===== src/design/sem_pkg.sv =====
// shared types and constants for the sobel edge magnitude block
`default_nettype none
package sem_pkg;
    localparam int MAX_WIDTH  = 1024;
    localparam int MAX_HEIGHT = 1024;
    localparam int ADDR_W     = $clog2(MAX_WIDTH);
    localparam int CNT_W      = 11;
    localparam int SAT_LIMIT  = 65025;
    localparam logic REG_FRAME_WIDTH  = 1'b0;
    localparam logic REG_FRAME_HEIGHT = 1'b1;

    typedef struct packed {
        logic       mode;
        logic [7:0] red_in;
        logic [7:0] green_in;
        logic [7:0] blue_in;
    } t_in_item;

    typedef struct packed {
        logic [7:0] red_edge;
        logic [7:0] green_edge;
        logic [7:0] blue_edge;
        logic       frame_end;
    } t_out_item;

    typedef struct packed {
        logic [23:0]       pix;
        logic [ADDR_W-1:0] addr;
        logic              use_top;
        logic              use_mid;
        logic              col0;
        logic              started;
        logic              last;
    } t_job;
endpackage
`default_nettype wire


===== src/design/sem_front.sv =====
// front end: frame position counters and item classification
`default_nettype none
module sem_front
    import sem_pkg::*;
(
    input  wire logic             i_clk,
    input  wire logic             i_rst_n,
    input  wire logic             i_push,
    input  wire t_in_item         i_item,
    input  wire logic [CNT_W-1:0] i_width,
    input  wire logic [CNT_W-1:0] i_height,
    input  wire logic             i_q_full,
    output logic                  o_job_push,
    output t_job                  o_job
);
    logic [CNT_W-1:0] r_ic, r_ir, r_ec, r_er;
    logic [CNT_W-1:0] w, h;
    logic             accept, active, started, col_wrap, last;

    always_comb begin
        if (i_width == '0) w = CNT_W'(1);
        else if (i_width > CNT_W'(MAX_WIDTH)) w = CNT_W'(MAX_WIDTH);
        else w = i_width;
        if (i_height == '0) h = CNT_W'(1);
        else if (i_height > CNT_W'(MAX_HEIGHT)) h = CNT_W'(MAX_HEIGHT);
        else h = i_height;
    end

    assign accept   = i_push && !i_q_full;
    assign active   = r_ir < h;
    assign started  = (r_ir >= CNT_W'(2)) || ((r_ir == CNT_W'(1)) && (r_ic != '0));
    assign col_wrap = ({1'b0, r_ic} + 12'd1) >= {1'b0, w};
    assign last     = (({1'b0, r_er} + 12'd1) >= {1'b0, h})
                   && (({1'b0, r_ec} + 12'd1) >= {1'b0, w});

    assign o_job_push = accept && !(active && i_item.mode);

    always_comb begin
        o_job.pix     = active ? {i_item.red_in, i_item.green_in, i_item.blue_in} : 24'd0;
        o_job.addr    = (r_ic < CNT_W'(MAX_WIDTH)) ? r_ic[ADDR_W-1:0]
                                                   : ADDR_W'(MAX_WIDTH - 1);
        o_job.use_top = r_ir >= CNT_W'(2);
        o_job.use_mid = r_ir >= CNT_W'(1);
        o_job.col0    = r_ic == '0;
        o_job.started = started;
        o_job.last    = started && last;
    end

    always_ff @(posedge i_clk) begin
        if (!i_rst_n) begin
            r_ic <= '0;
            r_ir <= '0;
            r_ec <= '0;
            r_er <= '0;
        end else if (o_job_push) begin
            if (started && last) begin
                r_ic <= '0;
                r_ir <= '0;
                r_ec <= '0;
                r_er <= '0;
            end else begin
                if (col_wrap) begin
                    r_ic <= '0;
                    r_ir <= r_ir + CNT_W'(1);
                end else begin
                    r_ic <= r_ic + CNT_W'(1);
                end
                if (started) begin
                    if (({1'b0, r_ec} + 12'd1) >= {1'b0, w}) begin
                        r_ec <= '0;
                        r_er <= r_er + CNT_W'(1);
                    end else begin
                        r_ec <= r_ec + CNT_W'(1);
                    end
                end
            end
        end
    end
endmodule
`default_nettype wire


===== config.mk =====
export PLATFORM = sky130hd
export DESIGN_NAME = sem_front
export DESIGN_NICKNAME = d
export VERILOG_FILES = /design/src/design/sem_pkg.sv /design/src/design/sem_front.sv
export SDC_FILE = /design/constraint.sdc
export NUM_CORES = 1
export LEC_CHECK = 0
export ABC_AREA = 1
export BUFFER_PORTS_ARGS = -buffer_cell sky130_fd_sc_hd__buf_2
export CORE_AREA = 2 2 106 108
export CTS_BUF_LIST = sky130_fd_sc_hd__clkbuf_4
export CTS_CLUSTER_DIAMETER = 60
export DETAILED_ROUTE_END_ITERATION = 8
export DIE_AREA = 0 0 108 110
export PLACE_DENSITY = 0.65
export SLEW_MARGIN = 20
export SYNTH_ARGS = -nofsm -noshare
export SYNTH_HDL_FRONTEND = slang
export SYNTH_SLANG_ARGS = --single-unit

===== constraint.sdc =====
create_clock -name i_clk -period 3.6 [get_ports i_clk]
set_input_delay 0.36 -clock i_clk [delete_from_list [all_inputs] [get_ports i_clk]]
set_output_delay 0.36 -clock i_clk [all_outputs]
set_load 0.005 [all_outputs]

* Word level (Yosys, flattened, before mapping)
Cells that the tools add are included. Widths: inputs -> output; s select.
Cells by class: shift-type cells 0, bitwise logic cells 0, equality and inequality tests 1, div/mod/pow operators 0, reductions and logical operators 19, mux-type cells 16, add/sub/neg operators 7, multipliers 0, order comparisons 9
Operator list (number):
- $mux 11 | 14
- $add 11x1->11 const B | 4
- $add 11x1->12 const B | 3
- $ge 12x11->1 | 3
- $logic_not 11->1 | 3
- $mux 24 | 1
- $gt 11x11->1 const B | 2
- $eq 11x1->1 const B | 1
- $ge 11x1->1 const B | 1
- $ge 11x2->1 const B | 1
- $lt 11x11->1 | 1
- $lt 11x11->1 const B | 1
- $reduce_bool 11->1 | 1
- $mux 10 | 1
- $logic_and 1x1->1 | 6
- $reduce_bool 2->1 | 3
- $reduce_and 2->1 | 2
- $reduce_and 3->1 | 1
- $logic_not 1->1 | 2
- $logic_or 1x1->1 | 1
Storage, ports and cells: logic and storage cells 56, RAM bits 0, output and inout bits 40, bits of input ports 51, latch bits 0, bits in registers 44, ROM bits 0, memories 0

* Logic depth before layout (Yosys ltp)
word-level depth 8, mapped depth 25, gate-level depth less buffers 24

* Least setup slack after synthesis
Ideal clock, no wire load.
path kind input to output, from in i_height[4], to out o_job_push, data required time 3240 ps, stages on the path 14, path buffers 3, path slack 892 ps, arrival 2348 ps, path through nor2_1 nand3_1 o21ai_1 clkbuf_1 nand2_1 ha_1 a21oi_1 o21ai_0 a21oi_1 nand3_1 nand2_2 inv_2 buf_4 buf_6
Between the ends: longest elaborated chain between the ends 7, elaborated cells between the ends (all ways) 8, classes of those cells 2 x order compare; 2 x mux; 4 x reduce/logical
Ends and longest elaborated chain:
- from (decl) | line sem_front.sv:11 | input wire logic [CNT_W-1:0] i_height,
- $gt 11x11->1 | line sem_front.sv:25 | else if (i_height > CNT_W'(MAX_HEIGHT)) h = CNT_W'(MAX_HEIGHT);
- $mux 11 | line sem_front.sv:25
- $mux 11 * | line sem_front.sv:24 | if (i_height == '0) h = CNT_W'(1);
- $lt 11x11->1 * | line sem_front.sv:30 | assign active = r_ir < h;
- $logic_and 1x1->1 * | line sem_front.sv:36 | assign o_job_push = accept && !(active && i_item.mode);
- $logic_not 1->1 * | line sem_front.sv:36
- $logic_and 1x1->1 * | line sem_front.sv:36
- to (decl) | line sem_front.sv:13 | output logic o_job_push,
Every way passes the cells marked *; elsewhere a longest branch is shown, timed or not.

==> metrics.md <==
| Metric | Value |
|---|---|
| Outcome | `finished, final reports clean` |
| CTS Buf Count | `5` |
| I/O pin cnt | `91` |
| H-tree depth | `2` |
| Layout Nets | `825` |
| Worst Setup Start Kind | `flip-flop` |
| Clk pwr share | `23.8%` |
| Routed Antenna Nets | `0` |
| Synth cell types | `38` |
| Worst Path Required | `3.24 ns` |
| 1st-iter DRT viols | `251` |
| Syn avg cell area | `6.56 um2` |
| RSZ-0062 raised after global routing | `false` |
| Yosys reg bits | `44` |
| Async set or reset register ratio after synthesis | `0%` |
| Power Density | `204 nW/um2` |
| P&R area growth vs syn | `13.8%` |
| Final Setup Violations | `0` |
| Mapped Nets | `743` |
| Hold_sp | `i_rst_n` |
| Tightest Hold Check Type | `input port to flip-flop` |
| Post-DP HPWL | `8480 um` |
| Avg WL per Cell | `11.9 um` |
| Warnings from Yosys | `0` |
| Reg2Reg Depth | `16` |
| Post-synthesis instance area | `4220 um2` |
| F_max | `307 MHz` |
| Inserted Diodes | `0` |
| Final setup margin | `0.344 ns` |
| EDFF count, synth | `0` |
| GRT Util Overall | `18.1%` |
| Initial antenna violation count | `0` |
| Hold depth | `3` |
| CTS Hold Bufs | `0` |
| Final TNS setup | `0 ns` |
| CTS root buffer | `clkbuf_4` |
| NetSw | `315 uW` |
| DRC Markers | `0` |
| Leakage | `0.00253 uW` |
| Maximum VDD drop | `0.110 mV` |
| Most common cell after layout, fill and taps aside | `nand2_1` |
| Crit path kind | `flip-flop to output pin` |
| Switching share of power | `32.2%` |
| GPL Wtd Cong | `0.860` |
| CP Data Arrival Time | `2.90 ns` |
| CTS tree | `built` |
| Pre-CTS WS | `0.487 ns` |
| R2R Path Start | `r_ec[0]` |
| Worst-Margin Slew | `0.819 ns` |
| Hold violation count in the final report | `0` |
| Global-route wire length before repair | `17700 um` |
| Via/cell ratio | `4.87` |
| Total number of vias | `4219` |
| Die W | `108 um` |
| Overall power | `978 uW` |
| Core area | `10700 um2` |
| Post-cts sizing count | `0` |
| Initial core utilization | `39.5%` |
| Grt ovf | `0` |
| Post-synthesis sequential area ratio | `20.9%` |
| FILL cells | `1100` |
| Pin count of the biggest net entering global routing | `25` |
| Critical Path Source | `r_er[0]` |
| Post-CTS Setup Bufs | `0` |
| Layout cells sized above 1 | `22.8%` |
| CP endpoint kind | `output pin` |
| P_int | `664 uW` |
| Worst-Skew Late Latency | `0.35 ns` |
| Worst-case clock skew | `0.00315 ns` |
| Number of global-route vias before repair | `4081` |
| Drt total wl | `10300 um` |
| Row count | `38` |
| IO Port Bufs | `90` |
| Period minus WS final | `3.26 ns` |
| Register clock-pin slew on the reported worst setup and hold paths | `0.13 ns` |
| Most frequent cells in the layout | `nand2_1, inv_1, buf_2` |
| Max cap viols | `0` |
| Post-route cell area | `4810 um2` |
| Total Die Area | `11900 um2` |
| Top FF cell, synth | `dfxtp_1` |
| Slew Viols, Final | `0` |
| Final Cycle Share | `90.4%` |
| Synth Instances | `644` |
| Post-DP Area | `4750 um2` |
| Detailed-router iteration count before antenna repair | `4` |
| Worst-path maximum fanout | `22` |
| Clk sink count | `44` |
| Slew HR | `45.3%` |
| Combinational share of power | `25.0%` |
| Clock buffer depth | `2` |
| Reg power frac | `51.2%` |
| Die height | `110 um` |
cell type report:
type | instances | area (um2) | share of cell area, %
clock buffers | 5 | 37.5 | 0.781
clock inverters | 3 | 13.8 | 0.286
inverters | 98 | 368 | 7.65
multi-input cells | 483 | 2850 | 59.3
flip-flops and latches | 44 | 881 | 18.3
well taps | 140 | 175 | 3.64
repair buffers | 94 | 480 | 10.0
metrics by stage:
| step | std cells | hold slack [ns] | util, % |
|---|---|---|---|
| after global placement | 859 | 0.476 | 44.4 |
| after CTS | 867 | 0.372 | 44.9 |
| final | 867 | 0.374 | 44.9 |
| after global routing | 867 | 0.394 | 44.9 |
| after detailed placement | 859 | 0.482 | 44.4 |
| after floorplan | 644 | 0.461 | - |
final timing paths:
| path | endpoint | slack [ns] |
|---|---|---|
| setup / recovery | o_job[0] | 0.34 |
| hold / removal | r_er[2] | 0.37 |
| setup reg to reg | r_er[0] | 0.58 |
| hold reg to reg | r_ec[1] | 0.51 |
per-layer routing:
layer	up-vias	share of wire, %	track usage [%]
li1	2231	-	-
met1	1836	46	22.4
met2	134	47	32.7
met3	18	5.3	2.29
met4	0	1.8	5.22
met5	-	0	0
cells in the mapped netlist (5+ instances only):
library cell | number | area share [%]
o21ai_0 | 21 | 2.5
nand2_2 | 22 | 3.3
ha_1 | 48 | 14
inv_1 | 93 | 8.3
nor3_1 | 8 | 0.95
xnor2_1 | 6 | 1.2
inv_2 | 5 | 0.44
clkbuf_1 | 8 | 0.71
a21oi_1 | 33 | 3.9
nand3_1 | 22 | 2.6
o21ai_1 | 9 | 1.1
a21oi_2 | 19 | 3.9
nor2_1 | 77 | 6.8
nor2_2 | 5 | 0.74
xor2_1 | 23 | 4.8
nand4_1 | 22 | 3.3
nand2_1 | 143 | 13
dfxtp_1 | 44 | 21
cells by family after synthesis:
kind of cell	share of synthesized area (%)
compound gates	13.6
xor+xnor	6.02
fa+ha+maj	14.2
buf+inv	11.6
flops	20.9
simple gates	33.7
state kept, by name, summed over array words and instances (netlist names):
| signal | flops |
|---|---|
| r_ic | 11 |
| r_ec | 11 |
| r_er | 11 |
| r_ir | 11 |
worst max-delay path, stage by stage (launching register included):
cell and delay (ns):
dfxtp_1 0.41, ha_1 0.18, nand2_1 0.05, inv_1 0.09, nand4_1 0.12, nor2_1 0.15, nand2_1 0.08, xor2_1 0.16
inv_1 0.08, ha_1 0.27, nand2_1 0.04, nor2_1 0.16, nand3_1 0.09, nand3_1 0.09, nand2_1 0.08, inv_1 0.11
nand2_4 0.16, inv_1 0.10, buf_2 0.11
power groups by stage:
stage	logic (uW)	registers, uW	clock network (uW)
floorplan	152	510	0
global placement	239	512	0
detailed placement	245	512	0
CTS	247	501	244
global route	282	503	264
finish	244	501	233
Note: power is estimated with default switching activity, not from simulation.
