--- src/design/sem_pkg.sv ---
// shared types and constants for the sobel edge magnitude block
`default_nettype none
package sem_pkg;
    localparam int MAX_WIDTH  = 1024;
    localparam int MAX_HEIGHT = 1024;
    localparam int ADDR_W     = $clog2(MAX_WIDTH);
    localparam int CNT_W      = 11;
    localparam int SAT_LIMIT  = 65025;
    localparam logic REG_FRAME_WIDTH  = 1'b0;
    localparam logic REG_FRAME_HEIGHT = 1'b1;

    typedef struct packed {
        logic       mode;
        logic [7:0] red_in;
        logic [7:0] green_in;
        logic [7:0] blue_in;
    } t_in_item;

    typedef struct packed {
        logic [7:0] red_edge;
        logic [7:0] green_edge;
        logic [7:0] blue_edge;
        logic       frame_end;
    } t_out_item;

    typedef struct packed {
        logic [23:0]       pix;
        logic [ADDR_W-1:0] addr;
        logic              use_top;
        logic              use_mid;
        logic              col0;
        logic              started;
        logic              last;
    } t_job;
endpackage
`default_nettype wire

--- src/design/sem_jobq.sv ---
// two entry queue between front and back
`default_nettype none
module sem_jobq
    import sem_pkg::*;
(
    input  wire logic i_clk,
    input  wire logic i_rst_n,
    input  wire logic i_push,
    input  wire t_job i_job,
    input  wire logic i_pop,
    output logic      o_full,
    output logic      o_empty,
    output t_job      o_job
);
    t_job       r_q [2];
    logic       r_rd, r_wr;
    logic [1:0] r_cnt;

    assign o_full  = r_cnt == 2'd2;
    assign o_empty = r_cnt == 2'd0;
    assign o_job   = r_q[r_rd];

    always_ff @(posedge i_clk) begin
        if (i_push) begin
            r_q[r_wr] <= i_job;
        end
        if (!i_rst_n) begin
            r_rd  <= 1'b0;
            r_wr  <= 1'b0;
            r_cnt <= '0;
        end else begin
            if (i_push) r_wr <= !r_wr;
            if (i_pop) r_rd <= !r_rd;
            r_cnt <= r_cnt + 2'(i_push) - 2'(i_pop);
        end
    end
endmodule
`default_nettype wire

--- config.mk ---
export PLATFORM = sky130hd
export DESIGN_NAME = sem_jobq
export DESIGN_NICKNAME = d
export VERILOG_FILES = /design/src/design/sem_pkg.sv /design/src/design/sem_jobq.sv
export SDC_FILE = /design/constraint.sdc
export NUM_CORES = 1
export LEC_CHECK = 0
export CAP_MARGIN = 25
export CORE_UTILIZATION = 38
export CTS_CLUSTER_SIZE = 30
export DETAILED_ROUTE_END_ITERATION = 12
export DONT_BUFFER_PORTS = 1
export SKIP_LAST_GASP = 1
export SYNTH_ARGS = -nofsm -noshare
export SYNTH_HDL_FRONTEND = slang
export SYNTH_SLANG_ARGS = --single-unit
--- constraint.sdc ---
create_clock -name i_clk -period 5.61 [get_ports i_clk]
set_clock_uncertainty 0.05 [all_clocks]
set_input_delay 0.2805 -clock i_clk [delete_from_list [all_inputs] [get_ports i_clk]]
set_output_delay 0.2805 -clock i_clk [all_outputs]
set_load 0.02 [all_outputs]
# Yosys cells after proc, flatten, opt, wreduce, memory -nomap -nowiden
# Memories as Yosys holds them, arrays and structs flattened. A register that Yosys moved wholly into a read port is not among the register bits.
# Index checks and enable logic that the tools add are counted.
totals:
  n_memories: 1
  out_inout_bits: 41
  ramBits: 78
  inputBits: 43
  ff_bits: 4
memory_table:
  columns: ["memory", "words", "width", "rd", "rd_ports_with_merged_regs", "wr", "line", "source"]
  rows:
  - ["r_q", 2, 39, 1, 1, 1, "sem_jobq.sv:15", "t_job r_q [2];"]
classes:
  addsub: 2
  n_mux: 4
  eq_ne: 1
  n_reduce_logical: 3
ops:
  columns: ["op", "n"]
  rows:
  - ["two-way mux 1 bit", 4]
  - ["adder 2 x 1 -> 2 bit", 1]
  - ["== test 2 bit (second input constant)", 1]
  - ["zero test 1 bit", 2]
  - ["zero test 2 bit", 1]
  - ["subtractor 2 x 1 -> 2 bit", 1]

# Logic depth before layout (Yosys ltp)
# Gate-level depths: netlist (run 1).
depth:
  word_depth: 3
  ltp_mapped: 6
  depth_no_buf: 6

# Least setup slack after synthesis (run 1)
# OpenSTA, ideal clock, no wires.
synth_path:
  path_kind: "register -> register"
  start: "register r_wr"
  end: "memory r_q[0][0] (netlist name) (enable)"
  arrival_time_ns: 2.082
  setup_ns: 0.441
  setup_slack_ns: 3.037
  synth_period_minus_slack_ns: 2.573
  path_stages_with_launch: 2
  cell_sequence: "dfxtp_1 > nor2b_1"
synth_rtl:
  columns: ["item", "line", "source"]
  rows:
  - ["from (decl)", "sem_jobq.sv:16", "logic r_rd, r_wr;"]
  - ["from (signal assigned)", "sem_jobq.sv:32", "if (i_push) r_wr <= !r_wr;"]
  - ["to (decl)", "sem_jobq.sv:15", null]
# No word-level cell before the write port.

==> results of run 1 <==
cell type report:
cell class	instances	share of cell area, %
clock buffer	10	3.33
multi-input combinational	53	15.8
inverter	2	0.196
tap	102	3.33
clock inverter	6	2.35
timing repair buffer	41	11.2
sequential	83	63.8
layout by cell type (no fill, tap or decap), types with 2 or more instances in the layout:
cell,count
and2_1,3
bufinv_16,2
clkbuf_8,9
clkinv_4,2
dfxtp_1,4
dlygate4sd3_1,40
edfxtp_1,78
ha_1,2
inv_1,2
mux2_2,29
mux2_4,10
nor2b_1,3
layer usage:
metal / track usage [%] / up-vias
met2: 20.0 / 66
li1: - / 649
met1: 13.1 / 667
met3: 4.15 / 8
met5: 0 / -
met4: 6.25 / 0
kinds of logic (layout without fill, tap and decap cells):
family / Yosys count / count (layout) / share of synthesized area (%)
muxes: 39 / 39 / 15.4
adders and majority gates: 2 / 2 / 0.811
AOI/OAI and AO/OA: 1 / 1 / 0.243
buffers and inverters: 6 / 59 / 1.58
xor gates and xnor gates: 2 / 2 / 1.01
and+or+nand+nor: 9 / 9 / 1.74
DFF: 83 / 83 / 79.2
through the flow:
| stage | utilization [%] | setup WS [ps] |
|---|---|---|
| global route | 49.0 | 3330 |
| floorplan | - | 3040 |
| detailed placement | 41.1 | 3770 |
| CTS | 49.0 | 3400 |
| global placement | 40.8 | 3830 |
| finish | 49.0 | 3450 |
state kept, by name (all words and copies together), names as in the netlist, named ones only:
| signal | count |
|---|---|
| r_cnt | 2 |
| r_q | 78 |
| r_rd | 1 |
| r_wr | 1 |
worst max path at each step:
stage | endpoint | start | slack, ps
finish | o_job[38] | register | 3450
detailed placement | o_job[38] | register | 3770
global placement | o_job[5] | register | 3830
CTS | o_job[38] | register | 3400
global route | o_job[38] | register | 3330
floorplan | r_q[0][0] | r_wr | 3040
timing repair:
action	in CTS	in global routing
hold buffers	40	0
endpoints found under the hold margin	82	0
gates resized for setup	0	0
power breakdown:
part	leakage (nW)	switching (mW)	internal, mW
clock network	0.106	0.197	0.251
logic	0.434	0.0816	0.0703
registers	0.774	0.0221	0.715
==> metrics.md, run 1 <==
| Metric | Value |
|---|---|
| Fin nets | 235 |
| Fin crit period | 2160 ps |
| Antenna cells | 0 |
| Required @ worst endpoint | roughly 5300 ps |
| Drt total wl | 4820 microns |
| Iter 0 DRT Violations | 29 |
| Asr flop ratio synth | 0% |
| WL/cell | 16.2 microns |
| Post-Synthesis Cells | 142 |
| RSZ-0062 raised after global routing | false |
| CTS tree | built |
| Placed Cells incl. Taps | 241 |
| Worst vdd ir | 0.226 mV |
| Met3 Wirelength | 385 microns |
| Seq cells post-synth | 83 |
| Initial cell density of the core | 39.5% |
| Critical Path Sink Type | output pin |
| Post-DR vias/cell | between 4 and 5 |
| Detail Route Antenna Nets | 0 |
| Skew-Pair Late Insertion Delay | ~340 ps |
| Worst R2R Path Depth | 1 |
| Core Rows | 32 |
| Most used DFF post-synth | edfxtp_1 |
| Worst hold start | i_rst_n |
| Port buffer count | 0 |
| Max Slew Vio Count | 0 |
| Count leader, synth | edfxtp_1 |
| Width of the chip | 92.1 microns |
| Pleak | about 1.3 nW |
| Crit-path leading delay family | flip-flops |
| DR pass1 iterations | 3 |
| Layout area overhead | 24.0% |
| Remaining routing DRC violations | 0 |
| Multi-input gate area | 603 sq um |
| Critical path buffers and inverters | 0 |
| Critical R2R Launch | r_wr |
| Period utilization | 38.6% |
| Fmax | roughly 460 MHz |
| Crit Reg-Reg Endpoint | r_q[1][38] |
| Clk root buf | clkbuf_8 |
| Worst slew margin | 33.5% |
| Grt total ovfl | 0 |
| Setup TNS | 0 ps |
| Seq/Total Area, Yosys | around 80% |
| R2r setup slk | 3950 ps |
| Largest net degree at the start of global routing | 40 |
| Area after DPL | 3210 sq um |
| Syn_nets | roughly 190 |
| Design Area, Final | between 3000 and 4000 sq um |
| Crit path DAT | 1830 ps |
| Total power | 1.34 mW |
| Maxcap violations | 0 |
| Routed met1 length | 1960 microns |
| RePlAce Congestion | 0.629 |
| Fin. Hold Viols | 0 |
| Initial antenna violation count | 0 |
| Synth area leader | edfxtp_1 |
| Syn_area_per_cell | 21.7 sq um |
| Critical-path maximum fanout | 39 |
| Setup-failing EPs final | 0 |
| Vias | ~1400 |
| Vias in the first global route | 1486 |
| WHS Endpoint | r_rd |
| CP max stage cell | dfxtp_2 |
| Top Metal Used | met4 |
| Final hold slack | 14.3 ps |
| Main area contributors after synthesis | edfxtp_1 76%, mux2_2 11%, mux2_4 4.9% |
| Final cell count without fillers | 297 |
| Clock H-tree levels | 3 |
| Worst setup SP type | register |
| Max incr delay on CP | 990 ps |
| DIE AREA | 8480 sq um |
| Outcome | finished clean |
| HP Class | primary input to register |
| Clock Path Buffers | 2 |
| Die height | 92.1 microns |
| Worst-Margin Slew | ~1000 ps |
| Worst hold path stage count | 1 |
| # IOs | 84 |
| Setup repair bufs after CTS | 0 |
| Yosys top cell area share | 75.9% |
| Clock Sinks | 83 |
| Yosys warns | 0 |
| Netlist cell types | 15 |
| Met2 routed WL | between 2000 and 2500 microns |
| Layout cells sized above 1 | around 30% |
| Core Region | 7810 sq um |
| Cell Pwr Density | 349 nW/um^2 |
| Cell Area, Synth | roughly 3000 sq um |
| Crit-path cells | mux2_2 |
| Number of stages on the worst setup path | 1 |
| Post-synth top cells | 78 x edfxtp_1, 29 x mux2_2, 10 x mux2_4 |
| Post-DP HPWL | between 3000 and 4000 microns |
| Sequential cell area | roughly 2400 sq um |
| Critical path class | register to output pin |
| Post-synth EDFFs | 78 |
| Clk pin slew, worst setup/hold paths | 70 ps |
| First-pass GRT wire length | 7340 microns |
| Cts bufs inserted | 9 |
| Fillers | 652 |
| GRT Util Overall | 11.8% |
No activity file was read; power rests on OpenSTA's default activity.
==> run 2: changes to the inputs <==
--- a/config.mk
+++ b/config.mk
@@ -5,6 +5,7 @@
 export SDC_FILE = /design/constraint.sdc
 export NUM_CORES = 1
 export LEC_CHECK = 0
+export ABC_AREA = 1
 export CAP_MARGIN = 25
 export CORE_UTILIZATION = 38
 export CTS_CLUSTER_SIZE = 30
==> constraint.sdc (replaced) <==
create_clock -name i_clk -period 2.08 [get_ports i_clk]
set_clock_uncertainty 0.05 [all_clocks]
set_input_delay 0.104 -clock i_clk [delete_from_list [all_inputs] [get_ports i_clk]]
set_output_delay 0.104 -clock i_clk [all_outputs]
set_load 0.02 [all_outputs]
==> run 2 against run 1 <==
Against the previous run: global-route usage grew 1.6 points; largest cell class unchanged; sequential cell count is the same; critical path depth grew 6; register-to-register slack lost 3700 ps; critical endpoint is now r_cnt[0]; largest power group unchanged; critical path type is now register to register; combinational power grew to 2.6 times the previous value; cell area is essentially flat; highest routed layer unchanged.
==> metrics.md, run 2 <==
| Metric | Value |
|---|---|
| Clock Path Buffers | 2 (unchanged) |
| Most common cell after layout, fill and taps aside | edfxtp_1 |
| Multi-input gate area | 583 sq um (-3.3%) |
| Post-DR vias/cell | 4.74 (+1.4%) |
| Setup TNS | 0 ps (unchanged) |
| Worst vdd ir | 0.378 mV (+67%) |
| Most frequent CP cell | inv_1 |
| Drt total wl | 5200 microns (+7.9%) |
| Setup-failing EPs final | 0 (unchanged) |
| Count leader, synth | edfxtp_1 |
| Post-DP HPWL | 3440 microns (+12%) |
| Max Slew Vio Count | 0 (unchanged) |
| Skew-Pair Late Insertion Delay | 340 ps (about the same) |
| Vias in the first global route | 1687 (+14%) |
| Width of the chip | 92.1 microns (unchanged) |
| Remaining routing DRC violations | 0 (unchanged) |
| Largest net degree at the start of global routing | 21 (-48%) |
| DR pass1 iterations | 4 (+1) |
| Fin. Hold Viols | 0 (unchanged) |
| Commonest cells after routing, fill and taps aside | 78 x edfxtp_1, 43 x dlygate4sd3_1, 29 x mux2_2, 10 x mux2_4, 9 x clkbuf_8 |
| Seq/Total Area, Yosys | 79.2% (unchanged) |
| Clock H-tree levels | 3 (unchanged) |
| Cell Area, Synth | 3090 sq um (unchanged) |
| CP max stage cell | dlygate4sd3_1 |
| Main area contributors after synthesis | edfxtp_1 76%, mux2_2 11%, mux2_4 4.9% |
| Fmax | 553 MHz |
| RePlAce Congestion | 0.610 (-2.9%) |
| Clock Sinks | 83 (unchanged) |
| Initial cell density of the core | 39.5% (unchanged) |
| Die height | 92.1 microns (unchanged) |
| Most used DFF post-synth | edfxtp_1 |
| Critical path class | register to register |
| Cell Pwr Density | 877 nW/um^2 (+150%) |
| Post-Synthesis Cells | 154 (+8.5%) |
| Number of flip-flops in the largest register | 78 (unchanged) |
| Clk pin slew, worst setup/hold paths | 80 ps (about the same) |
| Netlist cell types | 13 (-2) |
| Pleak | 1.34 nW (+1.9%) |
| Initial antenna violation count | 0 (unchanged) |
| Reg with most FFs | r_q |
| Detail Route Antenna Nets | 0 (unchanged) |
| Setup repair bufs after CTS | 0 (unchanged) |
| Worst setup SP type | register |
| GRT Util Overall | 13.4% (+1.6 points) |
| Outcome | finished clean |
| Layout cells sized above 1 | 28.8% (-0.91 points) |
| Setup ws final | 273 ps (-3170 ps) |
| CTS tree | built |
| Post-synth top cells | 78 x edfxtp_1, 29 x mux2_2, 10 x mux2_4 |
| Sequential cell area | 2440 sq um (unchanged) |
| # IOs | 84 (unchanged) |
| Vias | 1504 (+8.2%) |
| Final cell count without fillers | 317 (+6.7%) |
| Cts bufs inserted | 9 (unchanged) |
| DIE AREA | 8480 sq um (unchanged) |
| Port buffer count | 0 (unchanged) |
| Max incr delay on CP | 540 ps (-450 ps) |
| Syn_nets | 199 (+6.4%) |
| Critical-path maximum fanout | 3 (-92%) |
| Crit-path cells | inv_1 -> ha_1 -> inv_1 -> ha_1 -> nand2_1 -> dlygate4sd3_1 -> inv_1 |
| Asr flop ratio synth | 0% (unchanged) |
| Critical Path Sink Type | register |
| Core Rows | 32 (unchanged) |
| Antenna cells | 0 (unchanged) |
| Yosys warns | 0 (unchanged) |
| Grt total ovfl | 0 (unchanged) |
| Placed Cells incl. Taps | 258 (+7.1%) |
| Seq cells post-synth | 83 (unchanged) |
| PostCTS Resize Cnt | 0 (unchanged) |
| Period utilization | around 87% |
| Maxcap violations | 0 (unchanged) |
| Post-synth EDFFs | 78 (unchanged) |
| Worst-Margin Slew | 380 ps (-617 ps) |
| Yosys top cell area share | 75.9% (unchanged) |
| Crit path DAT | 2000 ps (+170 ps) |
| First-pass GRT wire length | 8220 microns (+12%) |
| Synth area leader | edfxtp_1 |
| Hold_buf cts | 43 (+7.5%) |
| Worst R2R Path Depth | 7 (+6) |
| Clk root buf | clkbuf_8 |
| Iter 0 DRT Violations | 49 (+69%) |
| Syn_area_per_cell | 20.0 sq um (-7.8%) |
| Largest regs | r_q: 78 flops, r_cnt: 2 flops |
| Required @ worst endpoint | 2270 ps (-3010 ps) |
| Layout area overhead | 24.1% (about the same) |
| Fin nets | 255 (+8.5%) |
| Fin crit period | 1810 ps |
| Worst hold path stage count | 3 (+2) |
| HP Class | primary input to register |
| Worst slew margin | 74.6% (+41 points) |
| RSZ-0062 raised after global routing | false |
| Core Region | 7810 sq um (unchanged) |
| Dpl ws | 818 ps (-2950 ps) |
| WL/cell | 16.4 microns (+1.1%) |
| Fillers | 659 (+1.1%) |
==> run 2: cell types whose count changed after synthesis, sizes merged <==
cell   delta
a21oi     +1
and2      -4
inv       +5
nand2     +8
nand3     +1
nor2      +8
nor2b     -4
o21a      -1
xnor3     -1
xor2      -1
==> run 2: kinds of logic (layout without fill, tap and decap cells) <==
kind of cell | after synthesis | after routing | share of synthesized area [%]
mux | 39 | 39 | 15.4
fa+ha+maj | 2 | 2 | 0.811
buf+inv | 11 | 72 | 2.19
flops | 83 | 83 | 79.2
simple gates | 18 | 18 | 2.23
compound gates | 1 | 1 | 0.162
==> run 2: per-stage QoR <==
step,power (mW),utilization (%),instance area [sq um],hold WS (ps)
after floorplan,2.27,-,3090,147
after global placement,2.30,41.3,3230,151
after detailed placement,2.32,41.3,3230,153
after CTS,3.41,49.1,3830,37.4
after global routing,3.50,49.1,3830,68.0
final,3.36,49.1,3830,70.3
==> run 2: final timing paths <==
| check | endpoint | from | slack, ps |
|---|---|---|---|
| hold / removal | r_cnt[1] | i_push | 70 |
| setup reg to reg | r_cnt[0] | r_cnt[0] | 270 |
| setup / recovery | r_cnt[0] | r_cnt[0] | 270 |
| hold reg to reg | register | r_rd | 470 |
==> run 2: cell type report <==
| cell class | count | share of cell area, % |
|---|---|---|
| sequential | 83 | 63.8 |
| multi-input combinational | 60 | 15.2 |
| timing repair buffer | 49 | 12.4 |
| tap | 102 | 3.33 |
| clock buffer | 9 | 3.23 |
| clock inverter | 7 | 1.31 |
| inverter | 7 | 0.686 |
==> run 2: worst max-delay path: cells and delay by family (launching register included) <==
kind | cells | cell delay, ps
buffers and inverters | 4 | 680
adders and majority gates | 2 | 540
DFF | 1 | 380
and+or+nand+nor | 1 | 60
==> run 2: power breakdown <==
group / switching, mW / internal [mW] / total [mW]
Sequential: 0.0284 / 1.93 / 1.96
Combinational: 0.236 / 0.164 / 0.401
Clock: 0.564 / 0.439 / 1.00
==> run 2: per-layer routing <==
layer	up-vias	wire length (microns)	global-route usage [%]
li1	690	-	-
met1	750	1900	13.5
met4	0	124	7.94
met3	12	261	3.57
met5	-	0	0
met2	52	2920	24.6
==> run 3: changes to the inputs <==
--- a/config.mk
+++ b/config.mk
@@ -7,10 +7,13 @@
 export LEC_CHECK = 0
 export ABC_AREA = 1
 export CAP_MARGIN = 25
+export CELL_PAD_IN_SITES_DETAIL_PLACEMENT = 0
+export CELL_PAD_IN_SITES_GLOBAL_PLACEMENT = 1
 export CORE_UTILIZATION = 38
 export CTS_CLUSTER_SIZE = 30
 export DETAILED_ROUTE_END_ITERATION = 12
 export DONT_BUFFER_PORTS = 1
+export PLACE_DENSITY_LB_ADDON = 0.1
 export SKIP_LAST_GASP = 1
 export SYNTH_ARGS = -nofsm -noshare
 export SYNTH_HDL_FRONTEND = slang
==> run 3 against run 2 <==
Against the previous run: cell count decreased by 0.32%; core utilization grew 0.30 points; largest power group unchanged; largest cell class unchanged; sequential share of layout area is 0.39 points lower; maximum frequency rose by 2.4%; non-clock buffer count is 1 lower; sequential cell count is the same; clock-buffer cell count unchanged; combinational power about the same; clock power rose by 9%.
==> metrics.md, run 3 (synthesis results as in run 2) <==
| Metric | Value |
|---|---|
| WL/cell | 15.3 microns (-7.0%) |
| Fin crit period | 1760 ps (-42.3 ps) |
| Grt total ovfl | 0 (unchanged) |
| DIE AREA | 8480 sq um (unchanged) |
| Drt total wl | 4820 microns (-7.3%) |
| Max Slew Vio Count | 0 (unchanged) |
| Commonest cells after routing, fill and taps aside | 78 x edfxtp_1, 43 x dlygate4sd3_1, 29 x mux2_2, 10 x mux2_4, 9 x clkbuf_8 |
| Antenna cells | 0 (unchanged) |
| Period utilization | 84.8% (-2.0 points) |
| Post-DP HPWL | 3180 microns (-7.6%) |
| RePlAce Congestion | 0.665 (+8.9%) |
| CTS tree | built |
| Remaining routing DRC violations | 0 (unchanged) |
| Width of the chip | 92.1 microns (unchanged) |
| Fin nets | 254 (-0.39%) |
| Clock Path Buffers | 2 (unchanged) |
| Outcome | finished clean |
| Core Region | 7810 sq um (unchanged) |
| Pleak | 1.34 nW (about the same) |
| Critical Path Sink Type | register |
| Placed Cells incl. Taps | 257 (-0.39%) |
| Initial cell density of the core | 39.5% (unchanged) |
| Critical-path maximum fanout | 3 (unchanged) |
| Layout cells sized above 1 | 28.0% (-0.80 points) |
| Crit path DAT | 1960 ps (-40 ps) |
| Vias in the first global route | 1568 (-7.1%) |
| Worst-Margin Slew | 600 ps (+221 ps) |
| PostCTS Resize Cnt | 0 (unchanged) |
| Iter 0 DRT Violations | 74 (+51%) |
| Most common cell after layout, fill and taps aside | edfxtp_1 |
| Clk root buf | clkbuf_8 |
| # IOs | 84 (unchanged) |
| Post-DR vias/cell | 4.64 (-2.2%) |
| Maxcap violations | 0 (unchanged) |
| Setup TNS | 0 ps (unchanged) |
| Fin. Hold Viols | 0 (unchanged) |
| Detail Route Antenna Nets | 0 (unchanged) |
| HP Class | primary input to register |
| Worst slew margin | 59.7% (-15 points) |
| Worst setup SP type | register |
| Clock Sinks | 83 (unchanged) |
| Skew-Pair Late Insertion Delay | 330 ps (about the same) |
| Number of flip-flops in the largest register | 78 (unchanged) |
| RSZ-0062 raised after global routing | false |
| Vias | 1466 (-2.5%) |
| Critical path class | register to register |
| Fmax | 567 MHz (+2.4%) |
| First-pass GRT wire length | 7490 microns (-8.9%) |
| Initial antenna violation count | 0 (unchanged) |
| GRT Util Overall | 12.1% (-1.3 points) |
| Clock H-tree levels | 3 (unchanged) |
| Layout area overhead | 24.9% |
| Fillers | 672 (+2.0%) |
| Largest net degree at the start of global routing | 25 (+19%) |
| Worst vdd ir | 0.444 mV (+17%) |
| Final cell count without fillers | 316 (-0.32%) |
| Largest regs | r_q: 78 flops, r_cnt: 2 flops |
| Setup-failing EPs final | 0 (unchanged) |
| Port buffer count | 0 (unchanged) |
| Setup repair bufs after CTS | 0 (unchanged) |
| Required @ worst endpoint | 2280 ps (about the same) |
| Core Rows | 32 (unchanged) |
| DR pass1 iterations | 3 (-1) |
| Cts bufs inserted | 9 (unchanged) |
| Die height | 92.1 microns (unchanged) |
| Clk pin slew, worst setup/hold paths | 80 ps (about the same) |
| Reg with most FFs | r_q |
| Cell Pwr Density | 892 nW/um^2 (+1.7%) |
run 3: cell type report:
cell class / count / area [sq um] / area share (%)
well taps: 102 / 128 / 3.31
clock inverters: 7 / 68.8 / 1.79
clock buffers: 9 / 124 / 3.21
flip-flops and latches: 83 / 2440 / 63.4
inverters: 7 / 26.3 / 0.682
repair buffers: 48 / 480 / 12.5
multi-input cells: 60 / 583 / 15.1
run 3: power breakdown:
part           switching [mW]  internal (mW)  leakage (nW)
registers              0.0234           1.93         0.774
logic                   0.235          0.165         0.480
clock network           0.539          0.547        0.0865
total                   0.797           2.64          1.34
run 3: worst max-delay path, stage by stage (launching register included):
cell           delay [ps]
dfxtp_1               360
inv_1                  50
ha_1                  270
inv_1                  40
ha_1                  260
nand2_1                60
dlygate4sd3_1         540
inv_1                  40
run 3: per-stage QoR:
| stage | cell area, sq um | hold slack [ps] | utilization, % | power, mW | setup slack, ps |
|---|---|---|---|---|---|
| floorplan | 3090 | 147 | - | 2.27 | 268 |
| global placement | 3230 | 153 | 41.4 | 2.31 | 477 |
| detailed placement | 3230 | 153 | 41.4 | 2.32 | 420 |
| CTS | 3850 | 21.0 | 49.4 | 3.49 | 323 |
| global route | 3850 | 66.3 | 49.4 | 3.57 | 225 |
| finish | 3850 | 39.0 | 49.4 | 3.44 | 315 |
run 3: timing repair:
item                                   in CTS  in global routing
setup endpoints to repair                   0                  0
hold buffers                               43                  0
endpoints found under the hold margin      83                  0
run 3: worst paths after layout:
check | startpoint | endpoint | slack, ps | depth (start not counted)
worst max-delay path | r_cnt[0] | r_cnt[0] | 320 | 7
worst min-delay path | i_push | r_cnt[1] | 40 | 3
worst max register to register | r_cnt[0] | r_cnt[0] | 320 | 7
worst min register to register | r_rd | register | 450 | 2
run 3: layer usage:
layer | part of all wire (%) | vias to the layer above | routed length (microns) | GRT usage (%)
li1 | - | 690 | - | -
met1 | 38 | 707 | 1840 | 11.8
met2 | 53 | 59 | 2550 | 21.7
met3 | 7.0 | 10 | 335 | 4.48
met4 | 1.8 | 0 | 89 | 7.03
met5 | 0 | - | 0 | 0
